--- src/hdl/btgl_pkg.sv ---
// Shared types, codes and helpers of the bitmap text glyph layout block.
package btgl_pkg;

  // Glyph table geometry
  localparam int GLYPH_SLOTS_DEF = 43;
  localparam int SLOT_W          = 6;

  // Slot bases for the character groups
  localparam logic [SLOT_W-1:0] SLOT_DIGIT0 = 6'd26;
  localparam logic [SLOT_W-1:0] SLOT_STAR   = 6'd36;
  localparam logic [SLOT_W-1:0] SLOT_DOT    = 6'd37;
  localparam logic [SLOT_W-1:0] SLOT_COLON  = 6'd38;
  localparam logic [SLOT_W-1:0] SLOT_MINUS  = 6'd39;
  localparam logic [SLOT_W-1:0] SLOT_EQUAL  = 6'd40;
  localparam logic [SLOT_W-1:0] SLOT_BANG   = 6'd41;
  localparam logic [SLOT_W-1:0] SLOT_QUEST  = 6'd42;

  // Request kinds
  localparam logic [1:0] KIND_LOAD  = 2'd0;
  localparam logic [1:0] KIND_START = 2'd1;
  localparam logic [1:0] KIND_CHAR  = 2'd2;

  // Configuration register indexes
  localparam int CFG_IDX_W = 3;
  localparam logic [CFG_IDX_W-1:0] CFG_SPACE_WIDTH = 3'd0;
  localparam logic [CFG_IDX_W-1:0] CFG_LINE_HEIGHT = 3'd1;
  localparam logic [CFG_IDX_W-1:0] CFG_GLYPH_GAP   = 3'd2;
  localparam logic [CFG_IDX_W-1:0] CFG_COLOR_RED   = 3'd3;
  localparam logic [CFG_IDX_W-1:0] CFG_COLOR_GREEN = 3'd4;
  localparam logic [CFG_IDX_W-1:0] CFG_COLOR_BLUE  = 3'd5;

  // Character codes with special handling
  localparam logic [7:0] CH_TAB     = 8'h09;
  localparam logic [7:0] CH_NEWLINE = 8'h0a;
  localparam logic [7:0] CH_SPACE   = 8'h20;
  localparam logic [7:0] CH_STAR    = 8'h2a;
  localparam logic [7:0] CH_MINUS   = 8'h2d;
  localparam logic [7:0] CH_DOT     = 8'h2e;
  localparam logic [7:0] CH_ZERO    = 8'h30;
  localparam logic [7:0] CH_NINE    = 8'h39;
  localparam logic [7:0] CH_COLON   = 8'h3a;
  localparam logic [7:0] CH_EQUAL   = 8'h3d;
  localparam logic [7:0] CH_BANG    = 8'h21;
  localparam logic [7:0] CH_QUEST   = 8'h3f;
  localparam logic [7:0] CH_UPPER_A = 8'h41;
  localparam logic [7:0] CH_UPPER_Z = 8'h5a;
  localparam logic [7:0] CH_LOWER_A = 8'h61;
  localparam logic [7:0] CH_LOWER_Z = 8'h7a;

  // Texture u marking an absent glyph
  localparam logic [7:0] ABSENT_U = 8'hff;

  // Reset values of the configuration registers
  localparam logic [7:0] RST_SPACE_WIDTH = 8'd8;
  localparam logic [7:0] RST_LINE_HEIGHT = 8'd11;
  localparam logic [7:0] RST_GLYPH_GAP   = 8'd1;
  localparam logic [7:0] RST_COLOR       = 8'd128;

  typedef struct packed {
    logic [1:0]         kind;
    logic [7:0]         char_code;
    logic [5:0]         entry_index;
    logic [7:0]         entry_u;
    logic [7:0]         entry_v;
    logic [7:0]         entry_width;
    logic [7:0]         entry_height;
    logic signed [15:0] start_x;
    logic signed [15:0] start_y;
  } in_req_t;

  typedef struct packed {
    logic               draw;
    logic signed [15:0] sprite_x;
    logic signed [15:0] sprite_y;
    logic [7:0]         tex_u;
    logic [7:0]         tex_v;
    logic [7:0]         sprite_width;
    logic [7:0]         sprite_height;
    logic [7:0]         sprite_red;
    logic [7:0]         sprite_green;
    logic [7:0]         sprite_blue;
    logic [15:0]        widest_extent;
  } out_rsp_t;

  typedef struct packed {
    logic [7:0] u;
    logic [7:0] v;
    logic [7:0] w;
    logic [7:0] h;
  } glyph_t;

  typedef struct packed {
    logic              hit;
    logic [SLOT_W-1:0] slot;
  } slot_map_t;

  // Map a character code onto its glyph slot
  function automatic slot_map_t slot_of(input logic [7:0] c);
    slot_map_t m;
    m.hit  = 1'b1;
    m.slot = '0;
    if (c >= CH_LOWER_A && c <= CH_LOWER_Z) begin
      m.slot = SLOT_W'(c - CH_LOWER_A);
    end else if (c >= CH_UPPER_A && c <= CH_UPPER_Z) begin
      m.slot = SLOT_W'(c - CH_UPPER_A);
    end else if (c >= CH_ZERO && c <= CH_NINE) begin
      m.slot = SLOT_DIGIT0 + SLOT_W'(c - CH_ZERO);
    end else begin
      case (c)
        CH_STAR:  m.slot = SLOT_STAR;
        CH_DOT:   m.slot = SLOT_DOT;
        CH_COLON: m.slot = SLOT_COLON;
        CH_MINUS: m.slot = SLOT_MINUS;
        CH_EQUAL: m.slot = SLOT_EQUAL;
        CH_BANG:  m.slot = SLOT_BANG;
        CH_QUEST: m.slot = SLOT_QUEST;
        default:  m.hit  = 1'b0;
      endcase
    end
    return m;
  endfunction

endpackage

--- src/hdl/btgl_glyph_ram.sv ---
// Glyph table memory: one write port, one read port with registered data.
module btgl_glyph_ram #(
  parameter int GLYPH_SLOTS = btgl_pkg::GLYPH_SLOTS_DEF,
  parameter int AW          = $clog2(GLYPH_SLOTS)
) (
  input  logic              clk,
  input  logic              wr_en,
  input  logic [AW-1:0]     wr_addr,
  input  btgl_pkg::glyph_t  wr_data,
  input  logic              rd_en,
  input  logic [AW-1:0]     rd_addr,
  output btgl_pkg::glyph_t  rd_data
);

  btgl_pkg::glyph_t mem [GLYPH_SLOTS];
  btgl_pkg::glyph_t rd_data_r;

  // Write port
  always_ff @(posedge clk) begin
    if (wr_en) begin
      mem[wr_addr] <= wr_data;
    end
  end

  // Read port, data registered
  always_ff @(posedge clk) begin
    if (rd_en) begin
      rd_data_r <= mem[rd_addr];
    end
  end

  assign rd_data = rd_data_r;

endmodule

--- src/hdl/bitmap_text_glyph_layout_top.sv ---
// Top level of the bitmap text glyph layout block.
// Takes one request per cycle unless in_stall is high: glyph table loads, string starts
// and characters. Each character gives one sprite result via the table read register,
// then the cursor update into the output register; loads, starts and kind 3 give none.
// The sustained rate is one request per clock unless the output stalls, set by the cursor
// add and the one read port of the 43-entry glyph table. Configuration writes are always
// ready and take effect on the next cycle; write them only while the block is idle.
module bitmap_text_glyph_layout_top #(
  parameter int GLYPH_SLOTS = btgl_pkg::GLYPH_SLOTS_DEF
) (
  input  logic                                clk,
  input  logic                                rst_n,
  input  logic                                in_valid,
  output logic                                in_stall,
  input  btgl_pkg::in_req_t                   in_data,
  output logic                                out_valid,
  input  logic                                out_stall,
  output btgl_pkg::out_rsp_t                  out_data,
  input  logic                                cfg_valid,
  output logic                                cfg_ready,
  input  logic [btgl_pkg::CFG_IDX_W-1:0]      cfg_index,
  input  logic [7:0]                          cfg_data
);

  localparam int AW = $clog2(GLYPH_SLOTS);

  // Configuration registers
  logic [7:0] space_width_r, line_height_r, glyph_gap_r;
  logic [7:0] color_red_r, color_green_r, color_blue_r;

  assign cfg_ready = 1'b1;

  always_ff @(posedge clk) begin
    if (!rst_n) begin
      space_width_r <= btgl_pkg::RST_SPACE_WIDTH;
      line_height_r <= btgl_pkg::RST_LINE_HEIGHT;
      glyph_gap_r   <= btgl_pkg::RST_GLYPH_GAP;
      color_red_r   <= btgl_pkg::RST_COLOR;
      color_green_r <= btgl_pkg::RST_COLOR;
      color_blue_r  <= btgl_pkg::RST_COLOR;
    end else if (cfg_valid && cfg_ready) begin
      unique case (cfg_index)
        btgl_pkg::CFG_SPACE_WIDTH: space_width_r <= cfg_data;
        btgl_pkg::CFG_LINE_HEIGHT: line_height_r <= cfg_data;
        btgl_pkg::CFG_GLYPH_GAP:   glyph_gap_r   <= cfg_data;
        btgl_pkg::CFG_COLOR_RED:   color_red_r   <= cfg_data;
        btgl_pkg::CFG_COLOR_GREEN: color_green_r <= cfg_data;
        btgl_pkg::CFG_COLOR_BLUE:  color_blue_r  <= cfg_data;
        default: ;
      endcase
    end
  end

  // Handshake and stage control
  logic s1_v_r;
  logic [1:0] s1_kind_r;
  logic [7:0] s1_code_r;
  logic s1_hit_r;
  logic [15:0] s1_start_x_r, s1_start_y_r;
  logic out_v_r;
  btgl_pkg::out_rsp_t out_r, out_nxt;
  logic s1_go, in_acc, s1_is_char;

  assign s1_is_char = (s1_kind_r == btgl_pkg::KIND_CHAR);
  assign s1_go      = s1_v_r && (!s1_is_char || !out_v_r || !out_stall);
  assign in_stall   = s1_v_r && !s1_go;
  assign in_acc     = in_valid && !in_stall;

  // Slot lookup and table write on the incoming request
  btgl_pkg::slot_map_t in_map;
  logic wr_en;
  btgl_pkg::glyph_t wr_data, glyph;

  assign in_map  = btgl_pkg::slot_of(in_data.char_code);
  assign wr_en   = in_acc && (in_data.kind == btgl_pkg::KIND_LOAD) &&
                   (7'(in_data.entry_index) < 7'(GLYPH_SLOTS));
  assign wr_data = '{u: in_data.entry_u, v: in_data.entry_v,
                     w: in_data.entry_width, h: in_data.entry_height};

  btgl_glyph_ram #(
    .GLYPH_SLOTS (GLYPH_SLOTS),
    .AW          (AW)
  ) u_ram (
    .clk     (clk),
    .wr_en   (wr_en),
    .wr_addr (in_data.entry_index[AW-1:0]),
    .wr_data (wr_data),
    .rd_en   (in_acc),
    .rd_addr (in_map.hit ? in_map.slot[AW-1:0] : '0),
    .rd_data (glyph)
  );

  // Stage 1 registers
  always_ff @(posedge clk) begin
    if (!rst_n) begin
      s1_v_r <= 1'b0;
    end else if (in_acc) begin
      s1_v_r <= 1'b1;
    end else if (s1_go) begin
      s1_v_r <= 1'b0;
    end
  end

  always_ff @(posedge clk) begin
    if (in_acc) begin
      s1_kind_r    <= in_data.kind;
      s1_code_r    <= in_data.char_code;
      s1_hit_r     <= in_map.hit;
      s1_start_x_r <= in_data.start_x;
      s1_start_y_r <= in_data.start_y;
    end
  end

  // Cursor state
  logic [15:0] cursor_x_r, cursor_y_r, origin_x_r, line_off_r, max_ext_r;
  logic [15:0] cursor_x_nxt, cursor_y_nxt, origin_x_nxt, line_off_nxt, max_ext_nxt;
  logic [15:0] blank, step, adv;
  logic drawn;

  // Cursor update and result assembly
  always_comb begin
    blank        = 16'({1'b0, space_width_r} + {1'b0, glyph_gap_r});
    drawn        = s1_hit_r && (glyph.u != btgl_pkg::ABSENT_U);
    step         = drawn ? 16'({1'b0, glyph.w} + {1'b0, glyph_gap_r}) : blank;
    adv          = 16'd0;
    cursor_x_nxt = cursor_x_r;
    cursor_y_nxt = cursor_y_r;
    origin_x_nxt = origin_x_r;
    line_off_nxt = line_off_r;
    max_ext_nxt  = max_ext_r;
    out_nxt      = '0;
    out_nxt.sprite_x = cursor_x_r;
    out_nxt.sprite_y = cursor_y_r;

    case (s1_kind_r)
      btgl_pkg::KIND_START: begin
        origin_x_nxt = s1_start_x_r;
        cursor_x_nxt = s1_start_x_r;
        cursor_y_nxt = s1_start_y_r;
        line_off_nxt = '0;
        max_ext_nxt  = '0;
      end
      btgl_pkg::KIND_CHAR: begin
        if (s1_code_r == btgl_pkg::CH_NEWLINE) begin
          cursor_y_nxt = cursor_y_r + 16'({1'b0, line_height_r} + {1'b0, glyph_gap_r});
          cursor_x_nxt = origin_x_r;
          line_off_nxt = '0;
        end else begin
          if (s1_code_r == btgl_pkg::CH_SPACE) begin
            adv = blank;
          end else if (s1_code_r == btgl_pkg::CH_TAB) begin
            adv = {blank[13:0], 2'b00};
          end else begin
            adv = step;
          end
          cursor_x_nxt = cursor_x_r + adv;
          line_off_nxt = line_off_r + adv;
          // Widest line tracks only after printable or unknown characters
          if (s1_code_r != btgl_pkg::CH_SPACE && s1_code_r != btgl_pkg::CH_TAB &&
              line_off_nxt > max_ext_r) begin
            max_ext_nxt = line_off_nxt;
          end
          if (s1_code_r != btgl_pkg::CH_SPACE && s1_code_r != btgl_pkg::CH_TAB &&
              drawn) begin
            out_nxt.draw          = 1'b1;
            out_nxt.tex_u         = glyph.u;
            out_nxt.tex_v         = glyph.v;
            out_nxt.sprite_width  = glyph.w;
            out_nxt.sprite_height = glyph.h;
            out_nxt.sprite_red    = color_red_r;
            out_nxt.sprite_green  = color_green_r;
            out_nxt.sprite_blue   = color_blue_r;
          end
        end
        out_nxt.widest_extent = max_ext_nxt;
      end
      default: ;
    endcase
  end

  always_ff @(posedge clk) begin
    if (!rst_n) begin
      cursor_x_r <= '0;
      cursor_y_r <= '0;
      origin_x_r <= '0;
      line_off_r <= '0;
      max_ext_r  <= '0;
    end else if (s1_go) begin
      cursor_x_r <= cursor_x_nxt;
      cursor_y_r <= cursor_y_nxt;
      origin_x_r <= origin_x_nxt;
      line_off_r <= line_off_nxt;
      max_ext_r  <= max_ext_nxt;
    end
  end

  // Output register
  always_ff @(posedge clk) begin
    if (!rst_n) begin
      out_v_r <= 1'b0;
    end else if (s1_go && s1_is_char) begin
      out_v_r <= 1'b1;
    end else if (!out_stall) begin
      out_v_r <= 1'b0;
    end
  end

  always_ff @(posedge clk) begin
    if (s1_go && s1_is_char) begin
      out_r <= out_nxt;
    end
  end

  assign out_valid = out_v_r;
  assign out_data  = out_r;

endmodule
--- config.mk ---
export PLATFORM = sky130hd
export DESIGN_NAME = bitmap_text_glyph_layout_top
export DESIGN_NICKNAME = d
export VERILOG_FILES = /design/src/hdl/btgl_pkg.sv /design/src/hdl/btgl_glyph_ram.sv /design/src/hdl/bitmap_text_glyph_layout_top.sv
export SDC_FILE = /design/constraint.sdc
export NUM_CORES = 2
export LEC_CHECK = 0
export ABC_CLOCK_PERIOD_IN_PS = 15000
export BUFFER_PORTS_ARGS = -buffer_cell sky130_fd_sc_hd__buf_2
export CORE_AREA = 2 2 393 356
export CTS_BUF_LIST = sky130_fd_sc_hd__clkbuf_8
export DETAILED_ROUTE_END_ITERATION = 8
export DIE_AREA = 0 0 395 358
export GPL_ROUTABILITY_DRIVEN = 0
export HOLD_SLACK_MARGIN = 0.03
export PLACE_DENSITY = 0.76
export SKIP_CTS_REPAIR_TIMING = 1
export SKIP_LAST_GASP = 1
export SLEW_MARGIN = 15
export SYNTH_ARGS = -nofsm -noshare
export SYNTH_HDL_FRONTEND = slang
export SYNTH_SLANG_ARGS = --single-unit
--- constraint.sdc ---
create_clock -name clk -period 15 [get_ports clk]
set_input_delay 1.5 -clock clk [delete_from_list [all_inputs] [get_ports clk]]
set_output_delay 1.5 -clock clk [all_outputs]
set_load 0.1 [all_outputs]
==> flow_summary_export.csv <==
group,metric,value,unit
route,first_iter_violations,6271,
logic_synthesis,ys.flop_type,"edfxtp_1",
final_layout,layout-drive-gt1-share,0.127,
setup_path,arrival,8.17,ns
logic_synthesis,ys_seq_elements,1686,
final_layout,n_fill_cell,10600,
global_route,grt_pass1_vias,42900,
pwr,leakage,0.0273,µW
sta,worst_pin_slew,1.17,ns
setup_path,timing.critical_path.slowest_stage_cell,"nor2_1",
pwr,p_total,9440,µW
floorplanning,ios,204,
route,drc,0,
logic_synthesis,yosys_warnings,0,
sta,slew_violations,0,
floorplanning,core.rowCount,129,
sta,setup_tns,0,ns
clock_tree,htreeDepth,5,
global_route,antenna_found_initial,26,
logic_synthesis,synth-compound-area-share,0.0669,
route,vias,44800,
global_route,track_usage,0.248,
floorplanning,initial_core_util,0.499,
setup_path,worst-setup-path-type,"register to register",
setup_path,crit_required,15.88,ns
global_route,grt_max_degree,153,
sta,fmax,0.137,GHz
sta,clock_skew,0.0613,ns
clock_tree,numCtsBuffers,275,
logic_synthesis,synth_cells,5194,
placement,io_buffer_count,202,
placement,hpwl,100000,µm
logic_synthesis,seq_area_frac_synth,0.721,
sta,min_period,7.28,ns
route,drt_pass1_iterations,6,
global_route,grt.overflow.total,0,
clock_tree,insertion_delay,0.99,ns
floorplanning,dieHeight,358,µm
clock_tree,cts.clk_slew.worst_paths,0.06,ns
floorplanning,die_w,395,µm
route,post_drt_wl_per_cell,23.9,µm
setup_path,critPathCaptureType,"register",
logic_synthesis,async_flop_share,0,
placement,dpl.cell_count,7013,
clock_tree,clockRootBuffer,"clkbuf_8",
final_layout,area_growth,11.6,%
sta,fin_hold_ws,0.451,ns
sta,slew_headroom,0.222,
setup_path,critPathMaxFanout,21,
floorplanning,core_area,0.137,mm²
sta,finalSetupViolCount,0,
final_layout,final_cell_count_no_fill,7481,
logic_synthesis,synthMuxAreaShare,0.0350,
setup_path,max_stage_delay,0.86,ns
logic_synthesis,synth-adder-area-share,0.0170,
sta,hold_viol,0,
min_path,hold_path.class,"register to register",
clock_tree,cts.sinks,1686,
sta,period_share,0.486,
setup_path,critPathLaunchType,"register",
logic_synthesis,synth_top_family_by_area,"simple AND/OR/NAND/NOR gates",
pwr,vdd_drop_max,0.000103,V
route,routed_wl,179000,µm
clock_tree,cts_tree,"done",
clock_tree,cts_max_path_buffers,4,
route,vias_per_cell,5.98,
pwr,powerDensity,124,mW/mm²
global_route,grt_pass1_wl,264000,µm
logic_synthesis,synth_nets,5375,
logic_synthesis,synth.avg_cell_area,13.2,µm²
route,ant_nets,0,
floorplanning,die_area,0.141,mm²
logic_synthesis,syn_area,0.0684,mm²
logic_synthesis,ys_types,82,
logic_synthesis,synthSimpleGateAreaFrac,0.132,
logic_synthesis,synthXorXnorAreaFrac,0.00538,
run,cap_viol_max_count,0,
final_layout,nets,5637,
logic_synthesis,synth-edff-count,1556,
sta,rsz0062_at_grt,"no",
run_status,status,"finished clean",
==> report_power, final <==
| group | internal, µW | switching [µW] |
|---|---|---|
| combinational | 172 | 443 |
| sequential | 5170 | 29.0 |
| clock | 1870 | 1750 |
==> worst paths after layout <==
path | slack, ns | start | end | depth (start not counted)
setup / recovery | 7.72 | glyph_gap_r[1] | max_ext_r[4] | 29
hold / removal | 0.45 | color_green_r[4] | color_green_r[4] | 2
setup reg to reg | 7.72 | glyph_gap_r[1] | max_ext_r[4] | 29
hold reg to reg | 0.45 | color_green_r[4] | color_green_r[4] | 2
==> registers in the layout, indices dropped and copies added, names as in the netlist, 2 cells and up <==
name / cells
max_ext_r: 16
out_data: 105
s1_start_x_r: 16
s1_start_y_r: 16
u_ram.rd_data: 32
color_blue_r: 8
origin_x_r: 16
cursor_x_r: 16
color_green_r: 8
s1_code_r: 8
line_height_r: 8
u_ram.mem: 1376
space_width_r: 8
color_red_r: 8
s1_kind_r: 2
line_off_r: 16
cursor_y_r: 16
glyph_gap_r: 8
==> synth_stat cells, types with 5 or more instances <==
| cell type | number | area, µm² |
|---|---|---|
| a21oi_1 | 387 | 1940 |
| a22o_1 | 14 | 123 |
| o21a_1 | 6 | 45.0 |
| o211ai_1 | 108 | 811 |
| buf_4 | 7 | 52.6 |
| a211oi_1 | 18 | 135 |
| dfxtp_1 | 130 | 2600 |
| o21ai_0 | 53 | 265 |
| nor2b_1 | 9 | 56.3 |
| and2_1 | 61 | 382 |
| fa_1 | 13 | 260 |
| clkbuf_1 | 193 | 724 |
| mux4_2 | 31 | 698 |
| a21o_1 | 20 | 150 |
| a31oi_1 | 6 | 37.5 |
| nor2_1 | 138 | 518 |
| buf_2 | 77 | 385 |
| nor4_1 | 35 | 219 |
| a32oi_1 | 32 | 280 |
| nand2b_1 | 5 | 31.3 |
| a211o_1 | 9 | 78.8 |
| nand4_1 | 50 | 313 |
| o22ai_1 | 8 | 50.1 |
| inv_1 | 56 | 210 |
| xnor2_1 | 31 | 272 |
| a21boi_0 | 6 | 45.0 |
| nor3_1 | 52 | 260 |
| a22oi_1 | 12 | 90.1 |
| xor2_1 | 11 | 96.3 |
| mux2i_1 | 166 | 1660 |
| or3_1 | 7 | 43.8 |
| nand3_1 | 412 | 2060 |
| ha_1 | 72 | 901 |
| nand2_1 | 1256 | 4710 |
| buf_1 | 16 | 60.1 |
| buf_6 | 9 | 101 |
| edfxtp_1 | 1556 | 46700 |
| and3_1 | 47 | 294 |
==> cell usage in the layout, fill, tap and decap left out, types with 47 or more instances in the layout <==
cell,n
inv_1,142
nor3_1,51
and2_1,60
buf_4,81
dfxtp_1,130
nand4_1,50
edfxtp_1,1556
mux2i_1,166
buf_2,202
clkbuf_8,281
clkinv_1,53
o211ai_1,108
a21oi_1,386
and3_1,47
o21ai_0,53
nor2_1,91
ha_1,71
nand3_1,412
nand2_1,1254
==> stage by stage <==
step / cell area (µm²) / setup slack, ns / utilization
2_1_floorplan: 68400 / 7.81 / -
3_3_place_gp: 71500 / 7.85 / 0.522
3_5_place_dp: 71500 / 7.86 / 0.522
4_1_cts: 76300 / 7.80 / 0.557
5_1_grt: 76300 / 7.00 / 0.557
6_report: 76300 / 7.72 / 0.557
==> critical path: cells and delay by family, from the launching register on <==
family / cells / cell delay, ns
compound gates: 13 / 2.89
simple gates: 8 / 1.80
buf+inv: 4 / 0.56
flops: 1 / 0.44
fa+ha+maj: 3 / 1.18
xor+xnor: 1 / 0.33
==> logic make-up (layout without fill, tap and decap cells) <==
| family | Yosys count | in the layout |
|---|---|---|
| flip-flops | 1686 | 1686 |
| XOR/XNOR | 42 | 42 |
| AND/OR/NAND/NOR | 2088 | 2088 |
| buffers and inverters | 359 | 805 |
| other | 1 | 8 |
| multiplexers | 200 | 200 |
| adder cells (fa/ha/maj) | 85 | 85 |
| AO/OA/AOI/OAI | 733 | 733 |
==> area by class of cell <==
cell class	count	area (µm²)	area share
Tap cell	1834	2290	0.0301
Antenna cell	7	17.5	0.000229
Clock inverter	180	956	0.0125
Clock buffer	281	3870	0.0507
Sequential cell	1686	49300	0.646
Timing Repair Buffer	287	1700	0.0223
Inverter	57	215	0.00282
Multi-Input combinational cell	3149	18000	0.235
==> layer usage <==
metal | vias up | track usage | part of all wire
li1 | 19700 | - | -
met2 | 2854 | 0.379 | 0.45
met3 | 392 | 0.0631 | 0.13
met5 | - | 0 | 0.00049
met1 | 21800 | 0.344 | 0.39
met4 | 14 | 0.0964 | 0.030
No activity file was read; power rests on OpenSTA's default activity.
